$ cat config.mk
export PLATFORM = sky130hd
export DESIGN_NAME = i2c_timing_register_solver
export DESIGN_NICKNAME = d
export VERILOG_FILES = /design/src/rtl/i2ctrs_pkg.sv /design/src/rtl/i2c_timing_register_solver.sv /design/src/rtl/i2ctrs_div.sv /design/src/rtl/i2ctrs_ctrl.sv /design/src/rtl/i2ctrs_dp.sv
export VERILOG_INCLUDE_DIRS = /design/src /design/src/rtl
export SDC_FILE = /design/constraint.sdc
export NUM_CORES = 2
export LEC_CHECK = 0
export BUFFER_PORTS_ARGS = -buffer_cell sky130_fd_sc_hd__buf_2
export CORE_ASPECT_RATIO = 1.25
export CORE_MARGIN = 1
export CORE_UTILIZATION = 26
export DETAILED_ROUTE_END_ITERATION = 16
export HOLD_SLACK_MARGIN = 0.03
export PLACE_DENSITY = 0.49
export SLEW_MARGIN = 20
export SYNTH_ARGS = -nofsm -noshare
export SYNTH_HDL_FRONTEND = slang
export SYNTH_SLANG_ARGS = --single-unit
export TNS_END_PERCENT = 1
$ cat constraint.sdc
create_clock -name clk -period 30.8 [get_ports clk]
set_clock_uncertainty 0.1 [all_clocks]
set_input_delay 3.08 -clock clk [delete_from_list [all_inputs] [get_ports clk]]
set_output_delay 3.08 -clock clk [all_outputs]
set_load 0.02 [all_outputs]
$ cat src/rtl/i2c_timing_register_solver_macros.svh
// Assertion macros used by the timing solver controller.
// Expects signals named clk and rst in the scope of each use.
`ifndef I2C_TIMING_REGISTER_SOLVER_MACROS_SVH
`define I2C_TIMING_REGISTER_SOLVER_MACROS_SVH
`ifndef ASSERT_OFF
`define I2CTRS_ASSERT(lbl, prop, msg) \
  lbl: assert property (@(posedge clk) disable iff (rst) (prop)) else $error(msg);
`define I2CTRS_ASSERT_IMPL(lbl, ante, cons, msg) \
  lbl: assert property (@(posedge clk) disable iff (rst) (ante) |-> (cons)) else $error(msg);
`else
`define I2CTRS_ASSERT(lbl, prop, msg)
`define I2CTRS_ASSERT_IMPL(lbl, ante, cons, msg)
`endif
`endif

$ cat src/rtl/i2ctrs_pkg.sv
// Shared types, command codes and timing-class constants for the timing solver.
// No dependencies; imported by every module of the block.
package i2ctrs_pkg;

  localparam int NS_W   = 44;
  localparam int TCLK_W = 30;
  localparam int ERR_W  = 16;
  localparam int OP_W   = 5;

  localparam logic [1:0] CLS_NONE = 2'd3;

  localparam logic [OP_W-1:0] OP_NONE      = 5'd0;
  localparam logic [OP_W-1:0] OP_LOAD      = 5'd1;
  localparam logic [OP_W-1:0] OP_DIV       = 5'd2;
  localparam logic [OP_W-1:0] OP_MUL_DNF   = 5'd3;
  localparam logic [OP_W-1:0] OP_PREP_A    = 5'd4;
  localparam logic [OP_W-1:0] OP_PREP_B    = 5'd5;
  localparam logic [OP_W-1:0] OP_PREP_C    = 5'd6;
  localparam logic [OP_W-1:0] OP_S_NEXT    = 5'd7;
  localparam logic [OP_W-1:0] OP_D_NEXT    = 5'd8;
  localparam logic [OP_W-1:0] OP_RECORD    = 5'd9;
  localparam logic [OP_W-1:0] OP_P_NEXT    = 5'd10;
  localparam logic [OP_W-1:0] OP_SRCH_INIT = 5'd11;
  localparam logic [OP_W-1:0] OP_K_MUL     = 5'd12;
  localparam logic [OP_W-1:0] OP_LO_INIT   = 5'd13;
  localparam logic [OP_W-1:0] OP_LO_NEXT   = 5'd14;
  localparam logic [OP_W-1:0] OP_HI_INIT   = 5'd15;
  localparam logic [OP_W-1:0] OP_HI_STEP   = 5'd16;
  localparam logic [OP_W-1:0] OP_K_NEXT    = 5'd17;
  localparam logic [OP_W-1:0] OP_OUT       = 5'd18;

  typedef struct packed {
    logic [OP_W-1:0] op;
    logic            rd_fin;
  } cmd_t;

  typedef struct packed {
    logic skip;
    logic div_busy;
    logic s_hit;
    logic s_last;
    logic d_hit;
    logic d_last;
    logic p_last;
    logic cand_last;
    logic cand_full;
    logic cand_empty;
    logic k_last;
    logic lo_ok;
    logic lo_last;
    logic hi_last;
  } sts_t;

  function automatic logic [1:0] cls_of(logic [23:0] f);
    logic [1:0] c;
    if (f >= 24'd80000 && f <= 24'd120000) c = 2'd0;
    else if (f >= 24'd320000 && f <= 24'd480000) c = 2'd1;
    else if (f >= 24'd800000 && f <= 24'd1200000) c = 2'd2;
    else c = CLS_NONE;
    return c;
  endfunction

  // Floor of the SDA delay window (fall + hold - analog filter), clipped at zero.
  function automatic logic [15:0] cls_sda_min(logic [1:0] c);
    logic [15:0] v;
    unique case (c)
      2'd1: v = 16'd50;
      2'd2: v = 16'd50;
      default: v = 16'd0;
    endcase
    return v;
  endfunction

  // Ceiling of the SDA delay window (valid - rise - analog filter).
  function automatic logic [15:0] cls_sda_max(logic [1:0] c);
    logic [15:0] v;
    unique case (c)
      2'd0: v = 16'd2550;
      2'd1: v = 16'd390;
      default: v = 16'd130;
    endcase
    return v;
  endfunction

  function automatic logic [15:0] cls_scl_min(logic [1:0] c);
    logic [15:0] v;
    unique case (c)
      2'd0: v = 16'd890;
      2'd1: v = 16'd350;
      default: v = 16'd110;
    endcase
    return v;
  endfunction

  function automatic logic [15:0] cls_low_min(logic [1:0] c);
    logic [15:0] v;
    unique case (c)
      2'd0: v = 16'd4700;
      2'd1: v = 16'd1300;
      default: v = 16'd500;
    endcase
    return v;
  endfunction

  function automatic logic [15:0] cls_high_min(logic [1:0] c);
    logic [15:0] v;
    unique case (c)
      2'd0: v = 16'd4000;
      2'd1: v = 16'd600;
      default: v = 16'd260;
    endcase
    return v;
  endfunction

  function automatic logic [15:0] cls_rise_fall(logic [1:0] c);
    logic [15:0] v;
    unique case (c)
      2'd0: v = 16'd660;
      2'd1: v = 16'd350;
      default: v = 16'd160;
    endcase
    return v;
  endfunction

  function automatic logic [ERR_W-1:0] cls_nominal(logic [1:0] c);
    logic [ERR_W-1:0] v;
    unique case (c)
      2'd0: v = 16'd10000;
      2'd1: v = 16'd2500;
      default: v = 16'd1000;
    endcase
    return v;
  endfunction

  function automatic logic [15:0] cls_period_min(logic [1:0] c);
    logic [15:0] v;
    unique case (c)
      2'd0: v = 16'd8333;
      2'd1: v = 16'd2083;
      default: v = 16'd833;
    endcase
    return v;
  endfunction

  function automatic logic [15:0] cls_period_max(logic [1:0] c);
    logic [15:0] v;
    unique case (c)
      2'd0: v = 16'd12500;
      2'd1: v = 16'd3125;
      default: v = 16'd1250;
    endcase
    return v;
  endfunction

endpackage

$ cat src/rtl/i2c_timing_register_solver.sv
// Top level of the I2C timing register solver: ports, filter register,
// controller and datapath. Depends on i2ctrs_pkg, i2ctrs_ctrl and i2ctrs_dp.
//
//  Channel   Direction  Content (low bits first)
//  s_axis    in         tdata: source_clock_hz[29:0], bus_freq_hz[53:30], zeros
//  m_axis    out        tdata: timing_word; tuser: found[0], speed_class[2:1]
//  cfg       in         cfg_wr_data: digital_filter_coef, written when cfg_wr_en
//
// One word in gives one word out. A request runs a set-up that waits on the
// bit-serial period divider, then a delay scan for each prescaler, then for
// each recorded candidate a low/high level search, one trial per cycle in the
// shared compare datapath. Out-of-range bus frequencies and a zero kernel
// clock skip the delay scan and the level search.
// Reset is synchronous and clears the controller, the result and the filter
// register. A new word is taken while the previous result still waits; a stalled
// output only holds the finished next result back.
module i2c_timing_register_solver import i2ctrs_pkg::*; #(
  parameter int PRESC_STEPS     = 16,
  parameter int DELAY_STEPS     = 16,
  parameter int LEVEL_STEPS     = 256,
  parameter int CANDIDATE_DEPTH = 16
) (
  input  logic        clk,
  input  logic        rst,
  input  logic        cfg_wr_en,
  input  logic [3:0]  cfg_wr_data,     // digital_filter_coef
  input  logic        s_axis_tvalid,
  output logic        s_axis_tready,
  input  logic [55:0] s_axis_tdata,    // source_clock_hz, bus_freq_hz, zero pad
  output logic        m_axis_tvalid,
  input  logic        m_axis_tready,
  output logic [31:0] m_axis_tdata,    // timing_word
  output logic [2:0]  m_axis_tuser     // found, speed_class
);

  cmd_t       cmd;
  sts_t       sts;
  logic [3:0] dnf;
  logic       found;
  logic [1:0] speed_class;

  // The user must change the filter length only while no request is in flight; the block does not enforce it.
  always_ff @(posedge clk) begin
    if (rst) begin
      dnf <= '0;
    end else if (cfg_wr_en) begin
      dnf <= cfg_wr_data;
    end
  end

  i2ctrs_ctrl u_ctrl (
    .clk      (clk),
    .rst      (rst),
    .in_valid (s_axis_tvalid),
    .in_ready (s_axis_tready),
    .out_valid(m_axis_tvalid),
    .out_ready(m_axis_tready),
    .sts      (sts),
    .cmd      (cmd)
  );

  i2ctrs_dp #(
    .PRESC_STEPS    (PRESC_STEPS),
    .DELAY_STEPS    (DELAY_STEPS),
    .LEVEL_STEPS    (LEVEL_STEPS),
    .CANDIDATE_DEPTH(CANDIDATE_DEPTH)
  ) u_dp (
    .clk      (clk),
    .rst      (rst),
    .cmd      (cmd),
    .sts      (sts),
    .dnf      (dnf),
    .in_clk_hz(s_axis_tdata[29:0]),
    .in_bus_hz(s_axis_tdata[53:30]),
    .res_word (m_axis_tdata),
    .res_found(found),
    .res_class(speed_class)
  );

  assign m_axis_tuser = {speed_class, found};

endmodule

$ cat src/rtl/i2ctrs_div.sv
// Restoring divider, one quotient bit per cycle, for the kernel period.
// Depends on i2ctrs_pkg for the period width.
module i2ctrs_div import i2ctrs_pkg::*; (
  input  logic              clk,
  input  logic              rst,
  input  logic              start,
  input  logic [30:0]       num,
  input  logic [TCLK_W-1:0] den,
  output logic              busy,
  output logic [TCLK_W-1:0] quot
);

  logic [TCLK_W-1:0] rem;
  logic [30:0]       numr;
  logic [4:0]        cnt;
  logic [TCLK_W:0]   trial;
  logic              take;

  assign trial = {rem, numr[30]};
  assign take  = trial >= {1'b0, den};
  assign quot  = numr[TCLK_W-1:0];

  always_ff @(posedge clk) begin
    if (rst) begin
      busy <= 1'b0;
      cnt  <= '0;
    end else if (start) begin
      busy <= 1'b1;
      cnt  <= 5'd31;
      rem  <= '0;
      numr <= num;
    end else if (busy) begin
      rem  <= take ? TCLK_W'(trial - {1'b0, den}) : trial[TCLK_W-1:0];
      numr <= {numr[29:0], take};
      cnt  <= cnt - 5'd1;
      if (cnt == 5'd1) begin
        busy <= 1'b0;
      end
    end
  end

endmodule

$ cat src/rtl/i2ctrs_ctrl.sv
// Sequencer of the timing solver: handshakes, candidate scan and level search.
// Depends on i2ctrs_pkg and the assertion macro header.
`include "i2c_timing_register_solver_macros.svh"
module i2ctrs_ctrl import i2ctrs_pkg::*; (
  input  logic clk,
  input  logic rst,
  input  logic in_valid,
  output logic in_ready,
  output logic out_valid,
  input  logic out_ready,
  input  sts_t sts,
  output cmd_t cmd
);

  localparam logic [4:0] S_IDLE    = 5'd0;
  localparam logic [4:0] S_CHECK   = 5'd1;
  localparam logic [4:0] S_DIV     = 5'd2;
  localparam logic [4:0] S_MUL     = 5'd3;
  localparam logic [4:0] S_PA      = 5'd4;
  localparam logic [4:0] S_PB      = 5'd5;
  localparam logic [4:0] S_PC      = 5'd6;
  localparam logic [4:0] S_SCAN_S  = 5'd7;
  localparam logic [4:0] S_SCAN_D  = 5'd8;
  localparam logic [4:0] S_P_ADV   = 5'd9;
  localparam logic [4:0] S_SRCH    = 5'd10;
  localparam logic [4:0] S_K_RD    = 5'd11;
  localparam logic [4:0] S_K_MUL   = 5'd12;
  localparam logic [4:0] S_LO_INIT = 5'd13;
  localparam logic [4:0] S_LO_CHK  = 5'd14;
  localparam logic [4:0] S_HI      = 5'd15;
  localparam logic [4:0] S_LO_ADV  = 5'd16;
  localparam logic [4:0] S_K_ADV   = 5'd17;
  localparam logic [4:0] S_FIN_RD  = 5'd18;
  localparam logic [4:0] S_DONE    = 5'd19;

  logic [4:0] state, state_next;

  assign in_ready = (state == S_IDLE);

  always_comb begin
    state_next = state;
    cmd.op     = OP_NONE;
    cmd.rd_fin = 1'b0;
    unique case (state)
      S_IDLE: begin
        if (in_valid) begin
          cmd.op     = OP_LOAD;
          state_next = S_CHECK;
        end
      end
      S_CHECK: begin
        if (sts.skip) begin
          state_next = S_DONE;
        end else begin
          cmd.op     = OP_DIV;
          state_next = S_DIV;
        end
      end
      S_DIV: if (!sts.div_busy) state_next = S_MUL;
      S_MUL: begin
        cmd.op     = OP_MUL_DNF;
        state_next = S_PA;
      end
      S_PA: begin
        cmd.op     = OP_PREP_A;
        state_next = S_PB;
      end
      S_PB: begin
        cmd.op     = OP_PREP_B;
        state_next = S_PC;
      end
      S_PC: begin
        cmd.op     = OP_PREP_C;
        state_next = S_SCAN_S;
      end
      S_SCAN_S: begin
        priority if (sts.s_hit) state_next = S_SCAN_D;
        else if (sts.s_last) state_next = S_P_ADV;
        else cmd.op = OP_S_NEXT;
      end
      S_SCAN_D: begin
        priority if (sts.d_hit) begin
          cmd.op     = OP_RECORD;
          state_next = sts.cand_last ? S_SRCH : S_P_ADV;
        end else if (sts.d_last) begin
          state_next = S_P_ADV;
        end else begin
          cmd.op = OP_D_NEXT;
        end
      end
      S_P_ADV: begin
        if (sts.p_last) begin
          state_next = S_SRCH;
        end else begin
          cmd.op     = OP_P_NEXT;
          state_next = S_SCAN_S;
        end
      end
      S_SRCH: begin
        if (sts.cand_empty) begin
          state_next = S_DONE;
        end else begin
          cmd.op     = OP_SRCH_INIT;
          state_next = S_K_RD;
        end
      end
      S_K_RD: state_next = S_K_MUL;
      S_K_MUL: begin
        cmd.op     = OP_K_MUL;
        state_next = S_LO_INIT;
      end
      S_LO_INIT: begin
        cmd.op     = OP_LO_INIT;
        state_next = S_LO_CHK;
      end
      S_LO_CHK: begin
        if (sts.lo_ok) begin
          cmd.op     = OP_HI_INIT;
          state_next = S_HI;
        end else begin
          state_next = S_LO_ADV;
        end
      end
      S_HI: begin
        cmd.op = OP_HI_STEP;
        if (sts.hi_last) state_next = S_LO_ADV;
      end
      S_LO_ADV: begin
        if (sts.lo_last) begin
          state_next = S_K_ADV;
        end else begin
          cmd.op     = OP_LO_NEXT;
          state_next = S_LO_CHK;
        end
      end
      S_K_ADV: begin
        if (sts.k_last) begin
          state_next = S_FIN_RD;
        end else begin
          cmd.op     = OP_K_NEXT;
          state_next = S_K_RD;
        end
      end
      S_FIN_RD: begin
        cmd.rd_fin = 1'b1;
        state_next = S_DONE;
      end
      S_DONE: begin
        cmd.rd_fin = 1'b1;
        if (!out_valid || out_ready) begin
          cmd.op     = OP_OUT;
          state_next = S_IDLE;
        end
      end
      default: state_next = S_IDLE;
    endcase
  end

  always_ff @(posedge clk) begin
    if (rst) begin
      state     <= S_IDLE;
      out_valid <= 1'b0;
    end else begin
      state <= state_next;
      if (cmd.op == OP_OUT) begin
        out_valid <= 1'b1;
      end else if (out_ready) begin
        out_valid <= 1'b0;
      end
    end
  end

  `I2CTRS_ASSERT_IMPL(a_no_overfill, cmd.op == OP_RECORD, !sts.cand_full, "candidate overflow")
  `I2CTRS_ASSERT_IMPL(a_out_free, cmd.op == OP_OUT, !out_valid || out_ready, "result overwritten")
  `I2CTRS_ASSERT_IMPL(a_search_has_cand, cmd.op == OP_K_MUL, !sts.cand_empty, "search with no candidate")

endmodule

$ cat src/rtl/i2ctrs_dp.sv
// Datapath of the timing solver: period divide, delay scan, candidate memory,
// level search with a two-stage error pipeline. Depends on i2ctrs_pkg, i2ctrs_div.
module i2ctrs_dp import i2ctrs_pkg::*; #(
  parameter int PRESC_STEPS     = 16,
  parameter int DELAY_STEPS     = 16,
  parameter int LEVEL_STEPS     = 256,
  parameter int CANDIDATE_DEPTH = 16
) (
  input  logic        clk,
  input  logic        rst,
  input  cmd_t        cmd,
  output sts_t        sts,
  input  logic [3:0]  dnf,
  input  logic [29:0] in_clk_hz,
  input  logic [23:0] in_bus_hz,
  output logic [31:0] res_word,
  output logic        res_found,
  output logic [1:0]  res_class
);

  localparam int PW = $clog2(PRESC_STEPS + 1);
  localparam int SW = $clog2(DELAY_STEPS + 1);
  localparam int LW = $clog2(LEVEL_STEPS + 1);
  localparam int CW = $clog2(CANDIDATE_DEPTH + 1);
  localparam int AW = (CANDIDATE_DEPTH > 1) ? $clog2(CANDIDATE_DEPTH) : 1;

  logic [29:0]       clk_hz;
  logic [1:0]        cls;
  logic [TCLK_W-1:0] tclk;
  logic              div_busy;

  logic [NS_W-1:0] filt_ns, d3, d4, base, sda_lo, sda_hi;
  logic [NS_W-1:0] tp, st, dt, tpresc, t_low, q, t_high, tlrf;
  logic [PW-1:0]   p;
  logic [SW-1:0]   s, d;
  logic [LW-1:0]   lo, hi;
  logic [CW-1:0]   count, k;
  logic [11:0]     cand_mem [CANDIDATE_DEPTH];
  logic [11:0]     rd_data;
  logic [AW-1:0]   rd_addr;
  logic [AW-1:0]   best_index;
  logic [15:0]     best_hl;
  logic [ERR_W-1:0] best_err;
  logic            hit;

  logic [33:0]     dnf_prod;
  logic [34:0]     presc_prod;
  logic [NS_W-1:0] period;
  logic            period_ok;

  logic            p1_valid;
  logic [ERR_W-1:0] p1_period;
  logic [LW-1:0]   p1_lo, p1_hi;
  logic [CW-1:0]   p1_k;
  logic [ERR_W-1:0] err;

  i2ctrs_div u_div (
    .clk  (clk),
    .rst  (rst),
    .start(cmd.op == OP_DIV),
    .num  (31'd1000000000 + 31'(clk_hz >> 1)),
    .den  (clk_hz),
    .busy (div_busy),
    .quot (tclk)
  );

  assign dnf_prod   = 34'(dnf) * 34'(tclk);
  assign presc_prod = 35'(rd_data[11:8] + 5'd1) * 35'(tclk);

  assign period    = tlrf + t_high;
  assign period_ok = period >= NS_W'(cls_period_min(cls)) &&
                     period <= NS_W'(cls_period_max(cls)) &&
                     t_high >= NS_W'(cls_high_min(cls)) && t_high > NS_W'(tclk);

  // Qualified periods never exceed the class maximum, so the error is narrow.
  assign err = (p1_period >= cls_nominal(cls)) ? p1_period - cls_nominal(cls)
                                               : cls_nominal(cls) - p1_period;

  assign rd_addr = cmd.rd_fin ? best_index : k[AW-1:0];

  always_comb begin
    sts.skip       = (cls == CLS_NONE) || (clk_hz == '0);
    sts.div_busy   = div_busy;
    sts.s_hit      = st >= NS_W'(cls_scl_min(cls));
    sts.s_last     = (s == SW'(DELAY_STEPS - 1));
    sts.d_hit      = (dt >= sda_lo) && (dt <= sda_hi);
    sts.d_last     = (d == SW'(DELAY_STEPS - 1));
    sts.p_last     = (p == PW'(PRESC_STEPS - 1));
    sts.cand_last  = (count == CW'(CANDIDATE_DEPTH - 1));
    sts.cand_full  = (count == CW'(CANDIDATE_DEPTH));
    sts.cand_empty = (count == '0);
    sts.k_last     = (k == count - CW'(1));
    sts.lo_ok      = (t_low > NS_W'(cls_low_min(cls))) && ((q >> 2) > NS_W'(tclk));
    sts.lo_last    = (lo == LW'(LEVEL_STEPS - 1));
    sts.hi_last    = (hi == LW'(LEVEL_STEPS - 1));
  end

  always_ff @(posedge clk) begin
    rd_data <= cand_mem[rd_addr];
    if (cmd.op == OP_RECORD) begin
      cand_mem[count[AW-1:0]] <= {4'(p), 4'(s), 4'(d)};
    end
  end

  always_ff @(posedge clk) begin
    if (rst) begin
      count      <= '0;
      hit        <= 1'b0;
      best_err   <= '0;
      best_index <= '0;
      best_hl    <= '0;
      p1_valid   <= 1'b0;
      cls        <= CLS_NONE;
      clk_hz     <= '0;
      res_word   <= '0;
      res_found  <= 1'b0;
      res_class  <= CLS_NONE;
    end else begin
      p1_valid <= (cmd.op == OP_HI_STEP) && period_ok;
      if (p1_valid && err < best_err) begin
        best_err   <= err;
        best_index <= p1_k[AW-1:0];
        best_hl    <= {8'(p1_hi), 8'(p1_lo)};
        hit        <= 1'b1;
      end
      unique case (cmd.op)
        OP_LOAD: begin
          clk_hz <= in_clk_hz;
          cls    <= cls_of(in_bus_hz);
          count  <= '0;
          hit    <= 1'b0;
        end
        OP_MUL_DNF: begin
          filt_ns <= NS_W'(dnf_prod);
          p  <= '0;
          s  <= '0;
          d  <= '0;
          tp <= NS_W'(tclk);
          st <= NS_W'(tclk);
          dt <= '0;
        end
        OP_PREP_A: begin
          d3   <= filt_ns + NS_W'(tclk) + (NS_W'(tclk) << 1);
          base <= NS_W'(50) + filt_ns + (NS_W'(tclk) << 1);
        end
        OP_PREP_B: begin
          sda_lo <= (d3 < NS_W'(cls_sda_min(cls))) ? NS_W'(cls_sda_min(cls)) - d3 : '0;
          d4     <= d3 + NS_W'(tclk);
        end
        OP_PREP_C: begin
          sda_hi <= (d4 < NS_W'(cls_sda_max(cls))) ? NS_W'(cls_sda_max(cls)) - d4 : '0;
        end
        OP_S_NEXT: begin
          s  <= s + SW'(1);
          st <= st + tp;
        end
        OP_D_NEXT: begin
          d  <= d + SW'(1);
          dt <= dt + tp;
        end
        OP_RECORD: count <= count + CW'(1);
        OP_P_NEXT: begin
          p  <= p + PW'(1);
          tp <= tp + NS_W'(tclk);
          st <= tp + NS_W'(tclk);
          s  <= '0;
          d  <= '0;
          dt <= '0;
        end
        OP_SRCH_INIT: begin
          k        <= '0;
          best_err <= cls_nominal(cls);
        end
        OP_K_MUL: tpresc <= NS_W'(presc_prod);
        OP_LO_INIT: begin
          lo    <= '0;
          t_low <= base + tpresc;
          q     <= (NS_W'(tclk) << 1) + tpresc;
        end
        OP_LO_NEXT: begin
          lo    <= lo + LW'(1);
          t_low <= t_low + tpresc;
          q     <= q + tpresc;
        end
        OP_HI_INIT: begin
          hi     <= '0;
          t_high <= base + tpresc;
          tlrf   <= t_low + NS_W'(cls_rise_fall(cls));
        end
        OP_HI_STEP: begin
          p1_period <= period[ERR_W-1:0];
          p1_lo     <= lo;
          p1_hi     <= hi;
          p1_k      <= k;
          hi        <= hi + LW'(1);
          t_high    <= t_high + tpresc;
        end
        OP_K_NEXT: k <= k + CW'(1);
        OP_OUT: begin
          res_word  <= hit ? {rd_data[11:8], 4'b0000, rd_data[7:4], rd_data[3:0], best_hl}
                           : 32'd0;
          res_found <= hit;
          res_class <= cls;
        end
        default: ;
      endcase
    end
  end

endmodule

==> metrics.txt <==
Starting Density 26.2%; GR Util All Layers between 10% and 20%; Critical Path Fanout Max 40; Area after DPL 84,500 µm²; ys async rst share 0%; Pre-Repair DR Iteration Count 8; io pins 102; initial antenna violation count 16; Synth area leaders edfxtp_1 34%, ha_1 13%, a21oi_1 4.2%, xnor2_1 4.1%, fa_1 4.0%; post-synth top area share 34.3%; final period utilization 23.6%; post-detail-place hpwl between 150,000 and 200,000 µm; Reg2Reg Setup Slack ~24,000 ps; htree depth 4; WL/cell a little under 20 µm; total CTS buffers 139; most frequent cells after synthesis 901 x edfxtp_1, 832 x ha_1, 737 x nand2_1, 665 x a21oi_1, 625 x nor2_1; Iteration-0 DRC Markers 3,927; TNS Setup 0 ps; number of port buffers 95; largest net degree at the start of global routing 91; CORE AREA 301,000 µm²; Clock transition at path regs 60 ps; vias per inst 5.00; vias 61,500; pwr/cell area 65.8 nW/µm²; global route overflow 0; Die X a little under 500 µm; Hold Vio Cnt, Final 0; Static Leakage 0.0359 µW; final WL between 200,000 and 250,000 µm; final setup vio count 0; Cells after Synth 8,098; EDFF count, synth approximately 900; Max Fclk 0.137 GHz; post-cts sizing count 0; Ys Warns 0; Hold Buf Count CTS 0; Area Overhead vs Synth 12.7%; Post-DRT Antenna Nets 0; most common cell in the synthesized netlist edfxtp_1; worst vdd ir 0.0397 mV; Post CTS Setup Buffer Count 0; final cell utilization of the core ~29%; status finished, final reports clean; die area between 300,000 and 400,000 µm²; DRC Markers 0; cell row count 225; RSZ-0062 raised after global routing no; Fillers 31,300; GPL Wtd Cong a little under 0.9; vias in the first global route approximately 61,000; Setup crit end kind flip-flop; Crit path arrival time 7880 ps; maxcap violations 0; Yosys cell types 95; Clk Latency, worst-skew pair 840 ps; register area share after synthesis around 38%; Max transition margin about 14%; Hold Path Class reg -> reg; largest area contributor in the netlist edfxtp_1; Die Height 617 µm; clk sink count 1,035; fin area 88,800 µm²; Clock Tree Buf Depth 4; final net count 9,290; Setup CP Type reg -> reg; Synth Register Bits 1,035; Worst Setup Start Kind flip-flop; max-slew violations 0; share of cells above drive strength 1 6.77%; minimum clock period 7280 ps; Top FF cell, synth edfxtp_1; slew of the pin with the lowest slew margin between 1000 and 1500 ps; CTS tree yes; area of the mapped netlist 78,800 µm²; critical path required time 31,390 ps; Post-Syn Area per Cell 9.73 µm²; global-route wire length before repair 365,000 µm; Root Driver clkbuf_16
cell families after synthesis:
kind of cell,share of synthesized area (%)
adder cells (fa/ha/maj),17.2
other,0.00476
multiplexers,2.21
XOR/XNOR,6.96
AND/OR/NAND/NOR,14.9
flip-flops,37.7
buffers and inverters,3.62
AO/OA/AOI/OAI,17.4
routing by layer:
layer / share of wire (%) / wire length, µm / global-route usage [%]
met1: 44 / 104000 / 19.0
met2: 48 / 116000 / 26.8
met3: 3.9 / 9210 / 1.78
met4: 4.1 / 9850 / 6.16
met5: 0 / 0 / 0
registers in the layout (all words and copies together) (netlist names), 12 cells and up:
signal,flops
u_dp.tpresc,35
u_dp.sda_lo,44
u_dp.sda_hi,44
u_dp.u_div.rem,30
u_dp.st,44
u_dp.p1_period,16
u_dp.d3,36
u_dp.clk_hz,30
u_dp.tp,44
u_dp.rd_data,12
u_dp.u_div.numr,31
u_dp.d4,37
u_dp.dt,44
u_dp.best_err,16
u_dp.best_hl,16
u_dp.cand_mem,192
u_dp.res_word,28
u_dp.t_low,44
u_dp.base,36
u_dp.t_high,44
u_dp.filt_ns,34
u_dp.q,44
u_dp.tlrf,44
worst paths after layout:
kind	start	endpoint	depth (start not counted)
worst max-delay path	u_dp.cls[0]	u_dp.best_err[6]	27
worst min-delay path	u_dp.res_word[22]	u_dp.res_word[22]	2
worst max register to register	u_dp.cls[0]	u_dp.best_err[6]	27
worst min register to register	u_dp.res_word[22]	u_dp.res_word[22]	2
report_power, final:
group / internal [µW] / total (µW) / switching, µW
registers: 1750 / 1860 / 119
logic: 957 / 2410 / 1450
clock network: 911 / 1570 / 661
total: 3610 / 5840 / 2230
final cells by class:
cell class | count | area (µm²) | area share [%]
clock inverter | 63 | 467 | 0.526
clock buffer | 179 | 3820 | 4.31
inverter | 505 | 1900 | 2.14
multi-input combinational | 6353 | 46600 | 52.5
timing repair buffer | 202 | 1290 | 1.46
sequential | 1035 | 29700 | 33.5
tap | 3972 | 4970 | 5.60
antenna | 4 | 10.0 | 0.0113
cell usage in the layout (no fill, tap or decap), types with 64 or more instances in the layout:
cell type / n
nor4_1: 64
o21bai_1: 81
o21ai_0: 363
o21a_1: 92
buf_4: 107
nand2_1: 735
a211oi_1: 86
a31oi_1: 70
edfxtp_1: 901
xnor2_1: 365
buf_2: 94
inv_1: 505
a21o_1: 381
a21oi_1: 665
nand3_1: 178
ha_1: 832
dfxtp_1: 134
nor2b_1: 104
nand2b_1: 105
and2_1: 147
clkbuf_16: 146
nor3_1: 104
or3_1: 64
fa_1: 157
xor2_1: 260
and3_1: 68
nand4_1: 121
nor2_1: 617
metrics by stage:
step	cells	setup slack (ps)	hold WS [ps]	total power (µW)
3_5_place_dp	12100	23470	342	4290
3_3_place_gp	12100	23540	340	4260
2_1_floorplan	8138	20180	324	3640
6_report	12300	23520	346	5840
4_1_cts	12300	23470	349	5900
5_1_grt	12300	23200	372	6230
worst max-delay path, stage by stage, from the launching register on:
cell and delay [ps]:
dfxtp_1 620, ha_1 260, buf_4 320, ha_1 240, inv_1 70, fa_1 420
a21o_1 180, a21o_1 180, a21o_1 190, a211oi_1 330, o21ai_1 100, a21boi_1 250
buf_4 300, inv_1 170, nor2_1 140, xnor2_1 180, ha_1 280, a21o_1 160
a21o_1 180, a21o_1 180, a21o_1 170, a21o_1 170, a2111oi_0 830, o31ai_4 160
buf_4 340, mux2_1 380, a21oi_1 150, nor2_1 50
Power figures use the tool's default switching activity.
